<file path="src/rtl/modinv_pkg.sv">
// ----------------------------------------------------------------------------
// modinv_pkg
// Types, microcode layout and the control store of the modular inverse block.
// ----------------------------------------------------------------------------
package modinv_pkg;

    // Width of the microprogram counter.
    localparam int UPC_W = 4;

    // Datapath operations, one per control word.
    typedef enum logic [2:0] {
        OP_NOP,
        OP_INIT,
        OP_DSTEP,
        OP_SET_R,
        OP_LOAD_DIV,
        OP_ROTATE,
        OP_REDUCE,
        OP_EMIT
    } op_t;

    // Jump conditions, tested on the state before the step's update.
    typedef enum logic [2:0] {
        COND_NONE,
        COND_ALWAYS,
        COND_P_ZERO,
        COND_P_ONE,
        COND_DIV_MORE,
        COND_R_ZERO,
        COND_ROLD_NE1
    } cond_t;

    // What an emit step places on the result ports.
    typedef enum logic [1:0] {
        RES_OK,
        RES_FAIL,
        RES_ONE
    } res_t;

    // One control word.
    typedef struct packed {
        op_t               op;
        cond_t             cond;
        res_t              res;
        logic [UPC_W-1:0]  target;
    } ucode_t;

    // Program addresses.
    localparam logic [UPC_W-1:0] A_CHK_ZERO = 4'd0;
    localparam logic [UPC_W-1:0] A_CHK_ONE  = 4'd1;
    localparam logic [UPC_W-1:0] A_INIT     = 4'd2;
    localparam logic [UPC_W-1:0] A_DIV0     = 4'd3;
    localparam logic [UPC_W-1:0] A_SET_R    = 4'd4;
    localparam logic [UPC_W-1:0] A_LOOP     = 4'd5;
    localparam logic [UPC_W-1:0] A_LOAD     = 4'd6;
    localparam logic [UPC_W-1:0] A_DIV      = 4'd7;
    localparam logic [UPC_W-1:0] A_ROTATE   = 4'd8;
    localparam logic [UPC_W-1:0] A_GCD_CHK  = 4'd9;
    localparam logic [UPC_W-1:0] A_REDUCE   = 4'd10;
    localparam logic [UPC_W-1:0] A_EMIT_OK  = 4'd11;
    localparam logic [UPC_W-1:0] A_FAIL     = 4'd12;
    localparam logic [UPC_W-1:0] A_ONE      = 4'd13;

    // Control store: the extended Euclid program.
    function automatic ucode_t ucode_rom(input logic [UPC_W-1:0] addr);
        ucode_t w;
        w = '{op: OP_NOP, cond: COND_NONE, res: RES_OK, target: A_CHK_ZERO};
        unique case (addr)
            A_CHK_ZERO: w = '{OP_NOP,      COND_P_ZERO,   RES_OK,   A_FAIL};
            A_CHK_ONE:  w = '{OP_NOP,      COND_P_ONE,    RES_OK,   A_ONE};
            A_INIT:     w = '{OP_INIT,     COND_NONE,     RES_OK,   A_CHK_ZERO};
            A_DIV0:     w = '{OP_DSTEP,    COND_DIV_MORE, RES_OK,   A_DIV0};
            A_SET_R:    w = '{OP_SET_R,    COND_NONE,     RES_OK,   A_CHK_ZERO};
            A_LOOP:     w = '{OP_NOP,      COND_R_ZERO,   RES_OK,   A_GCD_CHK};
            A_LOAD:     w = '{OP_LOAD_DIV, COND_NONE,     RES_OK,   A_CHK_ZERO};
            A_DIV:      w = '{OP_DSTEP,    COND_DIV_MORE, RES_OK,   A_DIV};
            A_ROTATE:   w = '{OP_ROTATE,   COND_ALWAYS,   RES_OK,   A_LOOP};
            A_GCD_CHK:  w = '{OP_NOP,      COND_ROLD_NE1, RES_OK,   A_FAIL};
            A_REDUCE:   w = '{OP_REDUCE,   COND_NONE,     RES_OK,   A_CHK_ZERO};
            A_EMIT_OK:  w = '{OP_EMIT,     COND_NONE,     RES_OK,   A_CHK_ZERO};
            A_FAIL:     w = '{OP_EMIT,     COND_NONE,     RES_FAIL, A_CHK_ZERO};
            A_ONE:      w = '{OP_EMIT,     COND_NONE,     RES_ONE,  A_CHK_ZERO};
            default:    w = '{OP_EMIT,     COND_NONE,     RES_FAIL, A_CHK_ZERO};
        endcase
        return w;
    endfunction

endpackage

</file>
<file path="src/rtl/modular_inverse.sv">
// ----------------------------------------------------------------------------
// modular_inverse
// Inverse of a value modulo a programmable modulus, by the extended Euclidean
// algorithm run from a small microprogram over a radix-2 divider.
// ----------------------------------------------------------------------------
//
// Channel    Ports                              Handshake
// request    start, value                       taken when start & !busy
// result     done, inverse, not_invertible      one-cycle strobe on done
// config     modulus_we, modulus                written when modulus_we
//
// Flow: a modulus of 0 fails at once and a modulus of 1 returns 1. Otherwise
// the value is first reduced modulo the modulus, each Euclid round loads and
// runs one division and rotates the remainders and coefficients, and a final
// check and fold emit the result (or the failure when not invertible); the
// bit-serial divider produces one quotient bit per cycle.
// Reset leaves the block idle with a modulus of 1. Results cannot be stalled;
// busy stays high from the request and falls in the cycle of its result strobe.
// ----------------------------------------------------------------------------
module modular_inverse
    import modinv_pkg::*;
#(
    parameter int WIDTH = 32
)
(
    input  logic             clk,
    input  logic             rst_n,
    input  logic             start,
    input  logic [WIDTH-2:0] value,
    output logic             busy,
    input  logic             modulus_we,
    input  logic [WIDTH-2:0] modulus,
    output logic             done,
    output logic [WIDTH-2:0] inverse,
    output logic             not_invertible
);

    localparam int FW = WIDTH - 1;          // field width
    localparam int TW = WIDTH;              // coefficient width, holds up to p
    localparam int CW = $clog2(FW + 1);     // divider bit counter

    // Control registers.
    logic             busy_reg, busy_next;
    logic [UPC_W-1:0] pc_reg, pc_next;
    logic             done_reg, done_next;
    logic [FW-1:0]    modulus_reg;

    // Datapath registers.
    logic [FW-1:0] value_reg, value_next;
    logic [FW-1:0] r_old_reg, r_old_next;
    logic [FW-1:0] r_reg, r_next;
    logic [TW-1:0] t_old_reg, t_old_next;
    logic [TW-1:0] t_cur_reg, t_cur_next;
    logic          old_neg_reg, old_neg_next;
    logic          cur_neg_reg, cur_neg_next;
    logic [FW-1:0] dvd_reg, dvd_next;
    logic [FW-1:0] dvs_reg, dvs_next;
    logic [FW-1:0] rem_reg, rem_next;
    logic [TW-1:0] acc_reg, acc_next;
    logic [CW-1:0] cnt_reg, cnt_next;
    logic [FW-1:0] inverse_reg, inverse_next;
    logic          flag_reg, flag_next;

    // Decoded control word and divider step signals.
    ucode_t        uw;
    logic          take;
    logic [FW:0]   rem_sh;
    logic [FW:0]   rem_diff;
    logic          q_bit;

    assign uw = ucode_rom(pc_reg);

    // One restoring division step: shift in the next dividend bit, compare.
    assign rem_sh   = {rem_reg, dvd_reg[FW-1]};
    assign q_bit    = (rem_sh >= {1'b0, dvs_reg});
    assign rem_diff = rem_sh - {1'b0, dvs_reg};

    // Jump condition, tested on the current state.
    always_comb
    begin
        take = 1'b0;
        unique case (uw.cond)
            COND_NONE:     take = 1'b0;
            COND_ALWAYS:   take = 1'b1;
            COND_P_ZERO:   take = (modulus_reg == '0);
            COND_P_ONE:    take = (modulus_reg == FW'(1));
            COND_DIV_MORE: take = (cnt_reg != CW'(1));
            COND_R_ZERO:   take = (r_reg == '0);
            COND_ROLD_NE1: take = (r_old_reg != FW'(1));
            default:       take = 1'b0;
        endcase
    end

    // Sequencer: request acceptance, program counter and result strobe.
    always_comb
    begin
        busy_next  = busy_reg;
        pc_next    = pc_reg;
        done_next  = 1'b0;
        value_next = value_reg;
        if (!busy_reg)
        begin
            if (start)
            begin
                busy_next  = 1'b1;
                pc_next    = A_CHK_ZERO;
                value_next = value;
            end
        end
        else if (uw.op == OP_EMIT)
        begin
            busy_next = 1'b0;
            done_next = 1'b1;
        end
        else if (take)
        begin
            pc_next = uw.target;
        end
        else
        begin
            pc_next = pc_reg + UPC_W'(1);
        end
    end

    // Datapath: each control word selects one register transfer.
    always_comb
    begin
        r_old_next   = r_old_reg;
        r_next       = r_reg;
        t_old_next   = t_old_reg;
        t_cur_next   = t_cur_reg;
        old_neg_next = old_neg_reg;
        cur_neg_next = cur_neg_reg;
        dvd_next     = dvd_reg;
        dvs_next     = dvs_reg;
        rem_next     = rem_reg;
        acc_next     = acc_reg;
        cnt_next     = cnt_reg;
        inverse_next = inverse_reg;
        flag_next    = flag_reg;
        if (busy_reg)
        begin
            case (uw.op)
                OP_INIT:
                begin
                    r_old_next   = modulus_reg;
                    t_old_next   = '0;
                    t_cur_next   = TW'(1);
                    old_neg_next = 1'b1;
                    cur_neg_next = 1'b0;
                    dvd_next     = value_reg;
                    dvs_next     = modulus_reg;
                    rem_next     = '0;
                    acc_next     = '0;
                    cnt_next     = CW'(FW);
                end
                OP_LOAD_DIV:
                begin
                    dvd_next = r_old_reg;
                    dvs_next = r_reg;
                    rem_next = '0;
                    acc_next = '0;
                    cnt_next = CW'(FW);
                end
                OP_DSTEP:
                begin
                    rem_next = q_bit ? rem_diff[FW-1:0] : rem_sh[FW-1:0];
                    dvd_next = {dvd_reg[FW-2:0], 1'b0};
                    // Quotient times coefficient, built MSB first.
                    acc_next = {acc_reg[TW-2:0], 1'b0} + (q_bit ? t_cur_reg : '0);
                    cnt_next = cnt_reg - CW'(1);
                end
                OP_SET_R:
                begin
                    r_next = rem_reg;
                end
                OP_ROTATE:
                begin
                    r_old_next   = r_reg;
                    r_next       = rem_reg;
                    t_old_next   = t_cur_reg;
                    t_cur_next   = t_old_reg + acc_reg;
                    old_neg_next = cur_neg_reg;
                    cur_neg_next = !cur_neg_reg;
                end
                OP_REDUCE:
                begin
                    if (t_old_reg >= {1'b0, modulus_reg})
                    begin
                        t_old_next = t_old_reg - {1'b0, modulus_reg};
                    end
                end
                OP_EMIT:
                begin
                    case (uw.res)
                        RES_OK:
                        begin
                            flag_next = 1'b0;
                            // A negative coefficient folds back as p - |t|.
                            if (old_neg_reg && (t_old_reg != '0))
                            begin
                                inverse_next = modulus_reg - t_old_reg[FW-1:0];
                            end
                            else
                            begin
                                inverse_next = t_old_reg[FW-1:0];
                            end
                        end
                        RES_ONE:
                        begin
                            inverse_next = FW'(1);
                            flag_next    = 1'b0;
                        end
                        default:
                        begin
                            inverse_next = '0;
                            flag_next    = 1'b1;
                        end
                    endcase
                end
                default:
                begin
                end
            endcase
        end
    end

    // Control state, set by reset (modulus to 1, the rest cleared).
    always_ff @(posedge clk or negedge rst_n)
    begin
        if (!rst_n)
        begin
            busy_reg    <= 1'b0;
            pc_reg      <= A_CHK_ZERO;
            done_reg    <= 1'b0;
            modulus_reg <= FW'(1);
        end
        else
        begin
            busy_reg <= busy_next;
            pc_reg   <= pc_next;
            done_reg <= done_next;
            if (modulus_we)
            begin
                modulus_reg <= modulus;
            end
        end
    end

    // Payload registers, no reset needed.
    always_ff @(posedge clk)
    begin
        value_reg   <= value_next;
        r_old_reg   <= r_old_next;
        r_reg       <= r_next;
        t_old_reg   <= t_old_next;
        t_cur_reg   <= t_cur_next;
        old_neg_reg <= old_neg_next;
        cur_neg_reg <= cur_neg_next;
        dvd_reg     <= dvd_next;
        dvs_reg     <= dvs_next;
        rem_reg     <= rem_next;
        acc_reg     <= acc_next;
        cnt_reg     <= cnt_next;
        inverse_reg <= inverse_next;
        flag_reg    <= flag_next;
    end

    assign busy           = busy_reg;
    assign done           = done_reg;
    assign inverse        = inverse_reg;
    assign not_invertible = flag_reg;

endmodule
</file>
<file path="config.mk">
export PLATFORM = sky130hd
export DESIGN_NAME = modular_inverse
export DESIGN_NICKNAME = d
export VERILOG_FILES = /design/src/rtl/modinv_pkg.sv /design/src/rtl/modular_inverse.sv
export SDC_FILE = /design/constraint.sdc
export NUM_CORES = 1
export LEC_CHECK = 0
export BUFFER_PORTS_ARGS = -buffer_cell sky130_fd_sc_hd__buf_4
export CAP_MARGIN = 20
export CORE_MARGIN = 3
export CORE_UTILIZATION = 55
export DETAILED_ROUTE_END_ITERATION = 6
export PLACE_DENSITY = 0.72
export SKIP_LAST_GASP = 1
export SYNTH_ARGS = -nofsm -noshare
export SYNTH_HDL_FRONTEND = slang
export SYNTH_SLANG_ARGS = --single-unit
export TNS_END_PERCENT = 10
</file>
<file path="constraint.sdc">
create_clock -name clk -period 9.8 [get_ports clk]
set_input_delay 0.49 -clock clk [delete_from_list [all_inputs] [get_ports clk]]
set_output_delay 0.49 -clock clk [all_outputs]
set_load 0.02 [all_outputs]
</file>
# == Yosys cells after proc, flatten, opt, wreduce, memory -nomap -nowiden ==
# Memory sizes are Yosys's and may differ from the RTL's.
# Cells that the tools add are included.
# word_totals
register_bits,358
mem_bits_ro,192
in_bits,66
out_inout_bits,34
word_cells,98
mem_count,1
# mem_list
name,words,word_bits,rd,rd_clocked_by_memory_dff,write_ports,line,source
(name not given),16,12,1,0,0,modinv_pkg.sv:68,unique case (addr)
# op_classes
addsub,7
magnitude_cmp,2
eq_ne,19
n_mux,26
n_bitwise,1
n_reduce_logical,24
# op_table
operator,count
31-bit one-hot mux with 2 select lines,4
32-bit one-hot mux with 2 select lines,2
32-bit one-hot mux with 3 select lines,1
31-bit one-hot mux with 3 select lines,1
32-bit adder,2
32-bit by 31-bit greater-or-equal comparator with 1-bit output,2
32-bit 2-to-1 mux,2
31-bit logical NOT,2
31-bit 2-to-1 mux,2
31-bit subtractor,2
32-bit nonzero test,1
32-bit by 31-bit subtractor with 32-bit output,1
31-bit by 1-bit equality test with 1-bit output (second input constant),1
31-bit by 1-bit inequality test with 1-bit output (second input constant),1
3-bit equality test (second input constant),7
4-bit 2-to-1 mux,4
2-bit AND reduction,8
3-bit by 2-bit equality test with 1-bit output (second input constant),4
5-bit one-hot mux with 2 select lines,1
2-bit nonzero test,4
3-bit by 1-bit equality test with 1-bit output (second input constant),2
1-bit 2-to-1 mux,6
1-bit one-hot mux with 6 select lines,1
3-bit nonzero test,2
other kinds (12),16

# == Logic depth before layout (Yosys ltp) ==
# Gate-level depths: netlist of the first run.
# An unclocked memory read counts as a cell.
# logic_depth
word_depth,6
depth_mapped,23
ltp_nobuf,21

# == Worst setup path before layout of the first run ==
# Ideal clock, no wire load.
# synth_timing
path_type,flip-flop to flip-flop
startpoint,register pc_reg[1]
endpoint,register acc_reg[0] (enable)
setup_time_ns,0.598
arrival_ns,6.810
required_ns,9.202
slack_ns,2.393
stages_incl_launch_ff,11
cell_sequence,dfrtp_1 inv_1 ha_1 inv_1 nor2_1 a211oi_1 a21oi_1 clkbuf_1 nor3_1 nor2_1 a21boi_0
# synth_via
elab_chain_cells,5
# synth_rtl
item,line,source
"start, declared",modular_inverse.sv:44,"logic [UPC_W-1:0] pc_reg, pc_next;"
"start signal, assigned",modular_inverse.sv:241,pc_reg <= pc_next;
memory read 16 x 12 bit (*),--,
3-bit equality test or 3-bit by 1-bit equality test with 1-bit output (tied branches),modular_inverse.sv:143,case (uw.op)
2-bit OR reduction (no line),--,
2-bit nonzero test (no line) (*),--,
2-bit AND reduction (no line) (*),--,
"end signal, assigned",modular_inverse.sv:263,acc_reg <= acc_next;
"end, declared",modular_inverse.sv:59,"logic [TW-1:0] acc_reg, acc_next;"
# Mark *: on every way between the ends. The rest lies on a longest branch, timed or not.
# A chain may end at the register's enable or synchronous reset.

# == Final worst setup path of the first run ==
# layout_timing
startpoint,register dvd_reg[30]
endpoint,"register acc_reg[31], data pin"
# layout_via
elab_chain_cells,4
# layout_rtl
item,line,source
"start, declared",modular_inverse.sv:56,"logic [FW-1:0] dvd_reg, dvd_next;"
"start signal, assigned",modular_inverse.sv:260,dvd_reg <= dvd_next;
32-bit by 31-bit greater-or-equal comparator with 1-bit output,modular_inverse.sv:75,"assign q_bit = (rem_sh >= {1'b0, dvs_reg});"
32-bit 2-to-1 mux,modular_inverse.sv:170,"acc_next = {acc_reg[TW-2:0], 1'b0} + (q_bit ? t_cur_reg : '0);"
32-bit adder,modular_inverse.sv:170,
32-bit one-hot mux with 2 select lines,modular_inverse.sv:143,
# No other way between the ends.

==> results of run 1 <==
[metal layers]
layer  routed length, µm  share of wire  GRT usage
met1               29600           0.46      0.474
met2               24800           0.39      0.380
met3                7210           0.11     0.0579
met4                2220          0.035     0.0981
met5                   0              0          0
[worst max path at each step]
stage | from | depth (start not counted) | to
finish | dvd_reg[30] | 21 | acc_reg[31]
global route | dvd_reg[30] | 21 | acc_reg[28]
floorplan | pc_reg[1] | 10 | acc_reg[0]
global placement | dvd_reg[30] | 21 | acc_reg[31]
detailed placement | dvd_reg[30] | 21 | acc_reg[31]
CTS | dvd_reg[30] | 21 | acc_reg[31]
[through the flow]
stage                     setup slack [ns]  hold slack [ns]
after floorplan                       2.39            0.194
after global placement                4.42            0.439
after detailed placement              4.25            0.443
after CTS                             4.22           0.0563
after global routing                  3.79           0.0592
final                                 4.16           0.0818
[Yosys cell counts, types with 4 or more instances]
master,instances,area (µm²)
edfxtp_1,321,9640
nand2_1,304,1140
o21ai_0,189,946
a21oi_1,185,926
nor2_1,169,634
ha_1,160,2000
inv_1,134,503
clkbuf_1,76,285
xnor2_1,66,578
a21o_1,62,465
xor2_1,58,508
and2_1,45,282
nand3_1,42,210
dfrtp_1,36,901
nor3_1,31,155
nor4_1,31,194
a22oi_1,30,225
nand4_1,24,150
o21bai_1,23,173
a211oi_1,20,150
a31oi_1,20,125
o21a_1,19,143
or3_1,19,119
and3_1,18,113
mux2i_1,18,180
nor2b_1,18,113
buf_2,17,85.1
nand2b_1,16,100
o21ai_1,16,80.1
buf_4,8,60.1
a211o_1,7,61.3
a31o_2,7,61.3
o211ai_1,7,52.6
a21boi_0,6,45.0
a22o_1,6,52.6
fa_1,5,100
o31ai_1,5,37.5
buf_1,4,15.0
o22ai_1,4,25.0
o311a_1,4,40.0
o31a_1,4,35.0
or2_2,4,25.0
[kinds of logic after synthesis]
group / count (synthesis) / share of synthesized area
adder cells (fa/ha/maj): 165 / 0.0937
AND/OR/NAND/NOR: 739 / 0.152
flip-flops: 358 / 0.471
buffers and inverters: 239 / 0.0423
AO/OA/AOI/OAI: 659 / 0.184
XOR/XNOR: 125 / 0.0495
multiplexers: 18 / 0.00803
[area by class of cell]
class                           instances  area share
Clock buffer                           45      0.0409
Multi-Input combinational cell       1706       0.440
Timing Repair Buffer                  119      0.0367
Sequential cell                       358       0.424
Inverter                              134      0.0202
Tap cell                              525      0.0263
Clock inverter                         25      0.0117
==> impl_metrics.json, run 1 <==
{
  "placed_cell_area_um2": 23600,
  "multi_input_comb_area_um2": 11000,
  "die_height_um": 208,
  "io_pins": 100,
  "critical_path_class": "reg2reg",
  "clock.fmax_mhz": 177,
  "netlist_instances": 2303,
  "synth_seq_area_share": 0.471,
  "worstHoldPathCells": 1,
  "synth-edff-count": 321,
  "grt_pass1_wl_mm": 98.9,
  "final_cells": 2912,
  "drtAntennaViolNets": 0,
  "clock_latency_ns": 0.58,
  "drive_gt1_frac": 0.0922,
  "postCtsSetupRepairBufs": 0,
  "drtIter0Drc": 1998,
  "viasPerCell": 6.21,
  "max_slew.worst_pin.slew_ns": 1.02,
  "synth_ff_type": "edfxtp_1",
  "rrSetupSlack_ns": 4.16,
  "synth_seq_cells": 358,
  "r2r_end": "acc_reg[31]",
  "maxCapViolations": 0,
  "hp-start": "value[7]",
  "utilization": 0.623,
  "mostFrequentLayoutCells": "edfxtp_1 (321), nand2_1 (304), o21ai_0 (189)",
  "final_area_um2": 24900,
  "firstDrtPassIters": 5,
  "slowest_stage": "nor4_1",
  "cpPeakStageDelay_ns": 0.47,
  "rsz0062_at_grt": "no",
  "min_to": "value_reg[7]",
  "htree_levels": 2,
  "cts_resized": 0,
  "dp_hpwl_mm": 47.2,
  "syn-num-nets": 2534,
  "core_area_um2": 40000,
  "die_area_um2": 43300,
  "antenna_found_initial": 0,
  "cts_tree": "yes",
  "crit_fanout": 7,
  "startpoint_type": "register",
  "hold_class": "in2reg",
  "first_global_vias": 16800,
  "cts_root_buf": "clkbuf_16",
  "path_clk_slew_ns": 0.06,
  "nNetsFinal": 2589,
  "final_common_cell": "edfxtp_1",
  "initial_utilization": 0.561,
  "synth.distinct_cells": 91,
  "worst_ep_required_time_ns": 10.13,
  "routabilityCongestion": 0.958,
  "path_cells": "inv_1, ha_1, fa_1, nand2b_1, a21oi_1, nor4_1, o21ai_1, a21bo_1, a31o_2, and2_1, ha_1, fa_1, a21o_1, a41o_1, nor4_2, o21ai_1, a211o_1, a41oi_2, a31o_1, xor3_1, and2_1",
  "nFillCells": 3286,
  "die_x_um": 208,
  "dr_total_vias": 18100,
  "cts_buffers": 39,
  "hold_violations": 0,
  "io_buffers": 99,
  "cts_hold_buf": 1,
  "async_flop_share": 0.103,
  "rows": 73,
  "r2r_start": "dvd_reg[30]",
  "cts.sinks": 358,
  "final_max_slew_viol_count": 0,
  "yosysWarnings": 0,
  "antennaDiodeCount": 0,
  "grtUsageTotal": 0.290,
  "skew_ns": 0.0135,
  "dp_cells": 2840,
  "setup_viol_count_final": 0,
  "crit_buf_inv": 1,
  "path_delay_family": "compound AO/OA/AOI/OAI gates",
  "outcome": "complete, no violations",
  "clockBufferDepth": 3,
  "arrival_ns": 5.96,
  "grt_max_degree": 95,
  "reg2regPathDepth": 21,
  "drc": 0,
  "synth_area_per_cell_um2": 9.74,
  "grt-ovfl-total": 0,
  "wl_per_cell_um": 21.9,
  "period_minus_slack_ns": 5.64,
  "wl_mm": 63.9,
  "ff_latch_area_um2": 10600,
  "fin_crit_sh": 0.575,
  "synthToLayoutAreaGrowth_pct": 11.1,
  "slew_headroom": 0.317,
  "syn_area_um2": 22400,
  "fin_setup_tns_ns": 0,
  "critPathCaptureType": "register"
}
Power of run 1 is left out: the tool's default activity adds up to more than one toggle a clock period on the data nets, which glitch-free logic cannot reach.
==> run 2: changes to the inputs <==
==> constraint.sdc (replaced) <==
create_clock -name clk -period 5.6 [get_ports clk]
set_input_delay 0.28 -clock clk [delete_from_list [all_inputs] [get_ports clk]]
set_output_delay 0.28 -clock clk [all_outputs]
set_load 0.02 [all_outputs]
==> impl_metrics.json, run 2 (synthesis gave the netlist of run 1 again) <==
{
  "outcome": "complete, no violations",
  "slew_headroom": 0.311,
  "io_pins": 100,
  "arrival_ns": 5.68,
  "htree_levels": 2,
  "skew_ns": 0.0288,
  "cts_root_buf": "clkbuf_16",
  "rows": 73,
  "grt_max_degree": 69,
  "initial_utilization": 0.561,
  "worst_ep_required_time_ns": 5.91,
  "final_area_um2": 25500,
  "setup_viol_count_final": 0,
  "die_area_um2": 43300,
  "path_clk_slew_ns": 0.06,
  "die_height_um": 208,
  "multi_input_comb_area_um2": 11000,
  "drtAntennaViolNets": 0,
  "slowest_stage": "edfxtp_1",
  "io_buffers": 99,
  "grtUsageTotal": 0.296,
  "routabilityCongestion": 0.994,
  "final_common_cell": "edfxtp_1",
  "hold_ws_ns": 0.133,
  "fin_crit_sh": 0.960,
  "final_max_slew_viol_count": 0,
  "viasPerCell": 6.18,
  "critical_path_class": "reg2reg",
  "drtIter0Drc": 1802,
  "max_slew.worst_pin.slew_ns": 1.03,
  "ff_latch_area_um2": 10600,
  "critPathCaptureType": "register",
  "wl_per_cell_um": 22.0,
  "grt_pass1_wl_mm": 101,
  "reg2regPathDepth": 22,
  "first_global_vias": 17000,
  "grt-ovfl-total": 0,
  "hold_class": "in2reg",
  "mostFrequentLayoutCells": "edfxtp_1 (321), nand2_1 (304), o21ai_0 (189)",
  "cts_tree": "yes",
  "placed_cell_area_um2": 23600,
  "core_area_um2": 40000,
  "cpPeakStageDelay_ns": 0.41,
  "startpoint_type": "register",
  "rrSetupSlack_ns": 0.22,
  "antenna_found_initial": 0,
  "clock.fmax_mhz": 186,
  "fin_setup_tns_ns": 0,
  "dr_total_vias": 18400,
  "drc": 0,
  "clock_latency_ns": 0.57,
  "dp_hpwl_mm": 47.8,
  "clockBufferDepth": 3,
  "nFillCells": 3217,
  "hold_violations": 0,
  "firstDrtPassIters": 6,
  "worstHoldPathCells": 3,
  "wl_mm": 65.5,
  "period_minus_slack_ns": 5.38,
  "die_x_um": 208,
  "path_cells": "inv_1, ha_1, fa_1, nand2b_1, a21oi_2, nor4_2, buf_4, o21ai_1, a21bo_1, a31o_2, and2_1, ha_1, fa_1, a21o_1, a41o_1, nor4_2, o21ai_1, a211o_1, a41oi_2, a31o_1, xor3_1, and2_1",
  "cts.sinks": 358,
  "synthToLayoutAreaGrowth_pct": 13.4,
  "cts_buffers": 39,
  "nNetsFinal": 2655,
  "maxCapViolations": 0,
  "crit_fanout": 5,
  "drive_gt1_frac": 0.0894,
  "rsz0062_at_grt": "no"
}
-- run 2: changes by cell type in the layout (fill, tap and decap cells not counted), sizes merged, moves of 2 or more --
| cell | delta |
|---|---|
| dlygate4sd3 | +62 |
| buf | +4 |
| clkbuf | +3 |
| inv | +2 |
| clkinv | -4 |
| bufinv | -3 |
-- run 2: worst paths after layout --
check                       startpoint         endpoint
setup / recovery           dvd_reg[30]      acc_reg[31]
hold / removal                   start             busy
setup reg to reg           dvd_reg[30]      acc_reg[31]
hold reg to reg            rem_reg[30]        r_reg[30]
max in group asynchronous        rst_n   modulus_reg[0]
min in group asynchronous        rst_n  modulus_reg[17]
-- run 2: layer usage --
layer / track usage / wire length (µm) / up-vias
met1: 0.480 / 30300 / 8768
met2: 0.406 / 26200 / 963
met4: 0.0921 / 2000 / 0
met3: 0.0437 / 7040 / 83
met5: 0 / 0 / -
li1: - / - / 8577
-- run 2: stage by stage --
step / util / instances / setup WS, ns
2_1_floorplan: - / 2303 / 0.0435
3_3_place_gp: 0.591 / 2844 / 0.381
3_5_place_dp: 0.591 / 2844 / 0.282
4_1_cts: 0.636 / 2974 / 0.186
5_1_grt: 0.636 / 2975 / 0.00922
6_report: 0.636 / 2976 / 0.224
-- run 2: final cells by class --
cell class              instances  share of cell area
repair buffers                185              0.0612
multi-input cells            1706               0.432
well taps                     525              0.0258
flip-flops and latches        358               0.415
diodes                          1           0.0000983
clock inverters                19             0.00595
inverters                     134              0.0198
clock buffers                  48              0.0401
-- run 2: worst max-delay path: cells and delay by family (launching register included) --
kind | cells | cell delay [ns]
flip-flops | 1 | 0.41
buffers and inverters | 2 | 0.26
AND/OR/NAND/NOR | 5 | 0.96
AO/OA/AOI/OAI | 10 | 2.22
adder cells (fa/ha/maj) | 4 | 0.99
XOR/XNOR | 1 | 0.29
-- run 2: timing repair --
action                     in CTS  in global routing
resized for setup               0                  4
hold buffers                   63                  0
hold endpoints to repair       98                  0
setup endpoints to repair       0                  1
buffers inserted                0                  1
Power of run 2 is left out for the same reason.
==> run 3: changes to the inputs <==
--- a/config.mk
+++ b/config.mk
@@ -11,7 +11,6 @@
 export CORE_UTILIZATION = 55
 export DETAILED_ROUTE_END_ITERATION = 6
 export PLACE_DENSITY = 0.72
-export SKIP_LAST_GASP = 1
 export SYNTH_ARGS = -nofsm -noshare
 export SYNTH_HDL_FRONTEND = slang
 export SYNTH_SLANG_ARGS = --single-unit
==> constraint.sdc (replaced) <==
create_clock -name clk -period 5.6 [get_ports clk]
set_input_delay 0.56 -clock clk [delete_from_list [all_inputs] [get_ports clk]]
set_output_delay 0.56 -clock clk [all_outputs]
set_load 0.02 [all_outputs]
==> impl_metrics.json, run 3 (synthesis gave the netlist of run 1 again) <==
{
  "rsz0062_at_grt": "no",
  "mostFrequentLayoutCells": "edfxtp_1 (321), nand2_1 (304), o21ai_0 (189)",
  "setup_viol_count_final": 0,
  "place_ws_ns": 0.282,
  "reg2regPathDepth": 22,
  "cts_tree": "yes",
  "grt_pass1_wl_mm": 98.4,
  "arrival_ns": 5.68,
  "drc": 0,
  "io_buffers": 99,
  "dp_hpwl_mm": 47.8,
  "outcome": "complete, no violations",
  "skew_ns": 0.0290,
  "drive_gt1_frac": 0.0917,
  "wl_per_cell_um": 22.0,
  "setup_ws_ns": 0.230,
  "worst_ep_required_time_ns": 5.91,
  "clock_latency_ns": 0.57,
  "maxCapViolations": 0,
  "path_clk_slew_ns": 0.06,
  "fin_setup_tns_ns": 0,
  "grt-ovfl-total": 0,
  "grtUsageTotal": 0.290,
  "first_global_vias": 16600,
  "io_pins": 100,
  "worstHoldPathCells": 1,
  "hold_violations": 0,
  "cts_root_buf": "clkbuf_16",
  "startpoint_type": "register",
  "drtAntennaViolNets": 0,
  "wl_mm": 64.2,
  "initial_utilization": 0.561,
  "antenna_found_initial": 0,
  "die_height_um": 208,
  "final_common_cell": "edfxtp_1",
  "die_area_um2": 43300,
  "firstDrtPassIters": 6,
  "period_minus_slack_ns": 5.37,
  "crit_fanout": 5,
  "final_max_slew_viol_count": 0,
  "clockBufferDepth": 3,
  "fin_crit_sh": 0.959,
  "viasPerCell": 6.23,
  "clock.fmax_mhz": 186,
  "die_x_um": 208,
  "dr_total_vias": 18200,
  "routabilityCongestion": 0.994,
  "cts.sinks": 358,
  "drtIter0Drc": 1868,
  "critical_path_class": "reg2reg",
  "grt_max_degree": 69,
  "cts_buffers": 39,
  "core_area_um2": 40000,
  "critPathCaptureType": "register",
  "slew_headroom": 0.297,
  "nNetsFinal": 2593,
  "max_slew.worst_pin.slew_ns": 1.05,
  "hold_ws_ns": 0.176,
  "synthToLayoutAreaGrowth_pct": 10.7,
  "hold_class": "in2reg",
  "htree_levels": 2,
  "rows": 73
}
run 3: what timing repair did:
item	4_1_cts	5_1_grt
setup endpoints to repair	0	1
hold buffers	1	0
hold endpoints to repair	36	0
buffers inserted	0	1
gates resized for setup	0	4
run 3: metal layers:
| metal | global-route usage | vias to the layer above | part of all wire |
|---|---|---|---|
| li1 | - | 8456 | - |
| met1 | 0.476 | 8745 | 0.47 |
| met2 | 0.391 | 889 | 0.40 |
| met3 | 0.0430 | 73 | 0.10 |
| met4 | 0.0888 | 0 | 0.029 |
| met5 | 0 | - | 0 |
run 3: worst max-delay path: stages, from the launching register on:
cell,delay (ns)
edfxtp_1,0.41
inv_1,0.08
ha_1,0.19
fa_1,0.19
nand2b_1,0.17
a21oi_2,0.09
nor4_2,0.27
buf_4,0.18
o21ai_1,0.11
a21bo_1,0.24
a31o_2,0.27
and2_1,0.18
ha_1,0.21
fa_1,0.41
a21o_1,0.21
a41o_1,0.27
nor4_2,0.19
o21ai_1,0.17
a211o_1,0.41
a41oi_2,0.25
a31o_1,0.19
xor3_1,0.29
and2_1,0.16
run 3: through the flow:
| stage | utilization | std cells | area (µm²) |
|---|---|---|---|
| 2_1_floorplan | - | 2303 | 22400 |
| 5_1_grt | 0.621 | 2913 | 24800 |
| 4_1_cts | 0.620 | 2912 | 24800 |
| 3_3_place_gp | 0.591 | 2844 | 23600 |
| 6_report | 0.621 | 2914 | 24800 |
| 3_5_place_dp | 0.591 | 2844 | 23600 |
run 3: final timing paths:
| path | start | to | slack, ns |
|---|---|---|---|
| max in group asynchronous | rst_n | modulus_reg[0] | 4.72 |
| setup / recovery | dvd_reg[30] | acc_reg[31] | 0.23 |
| hold / removal | value[7] | value_reg[7] | 0.18 |
| min in group asynchronous | rst_n | modulus_reg[17] | 0.51 |
| setup reg to reg | dvd_reg[30] | acc_reg[31] | 0.23 |
| hold reg to reg | rem_reg[30] | r_reg[30] | 0.47 |
run 3: cell type report:
class	count	area, µm²
multi-input combinational	1706	11000
inverter	134	503
sequential	358	10600
clock inverter	19	151
antenna	1	2.50
clock buffer	48	1020
timing repair buffer	123	938
tap	525	657
fill	3321	15200
Power of run 3 is left out for the same reason.
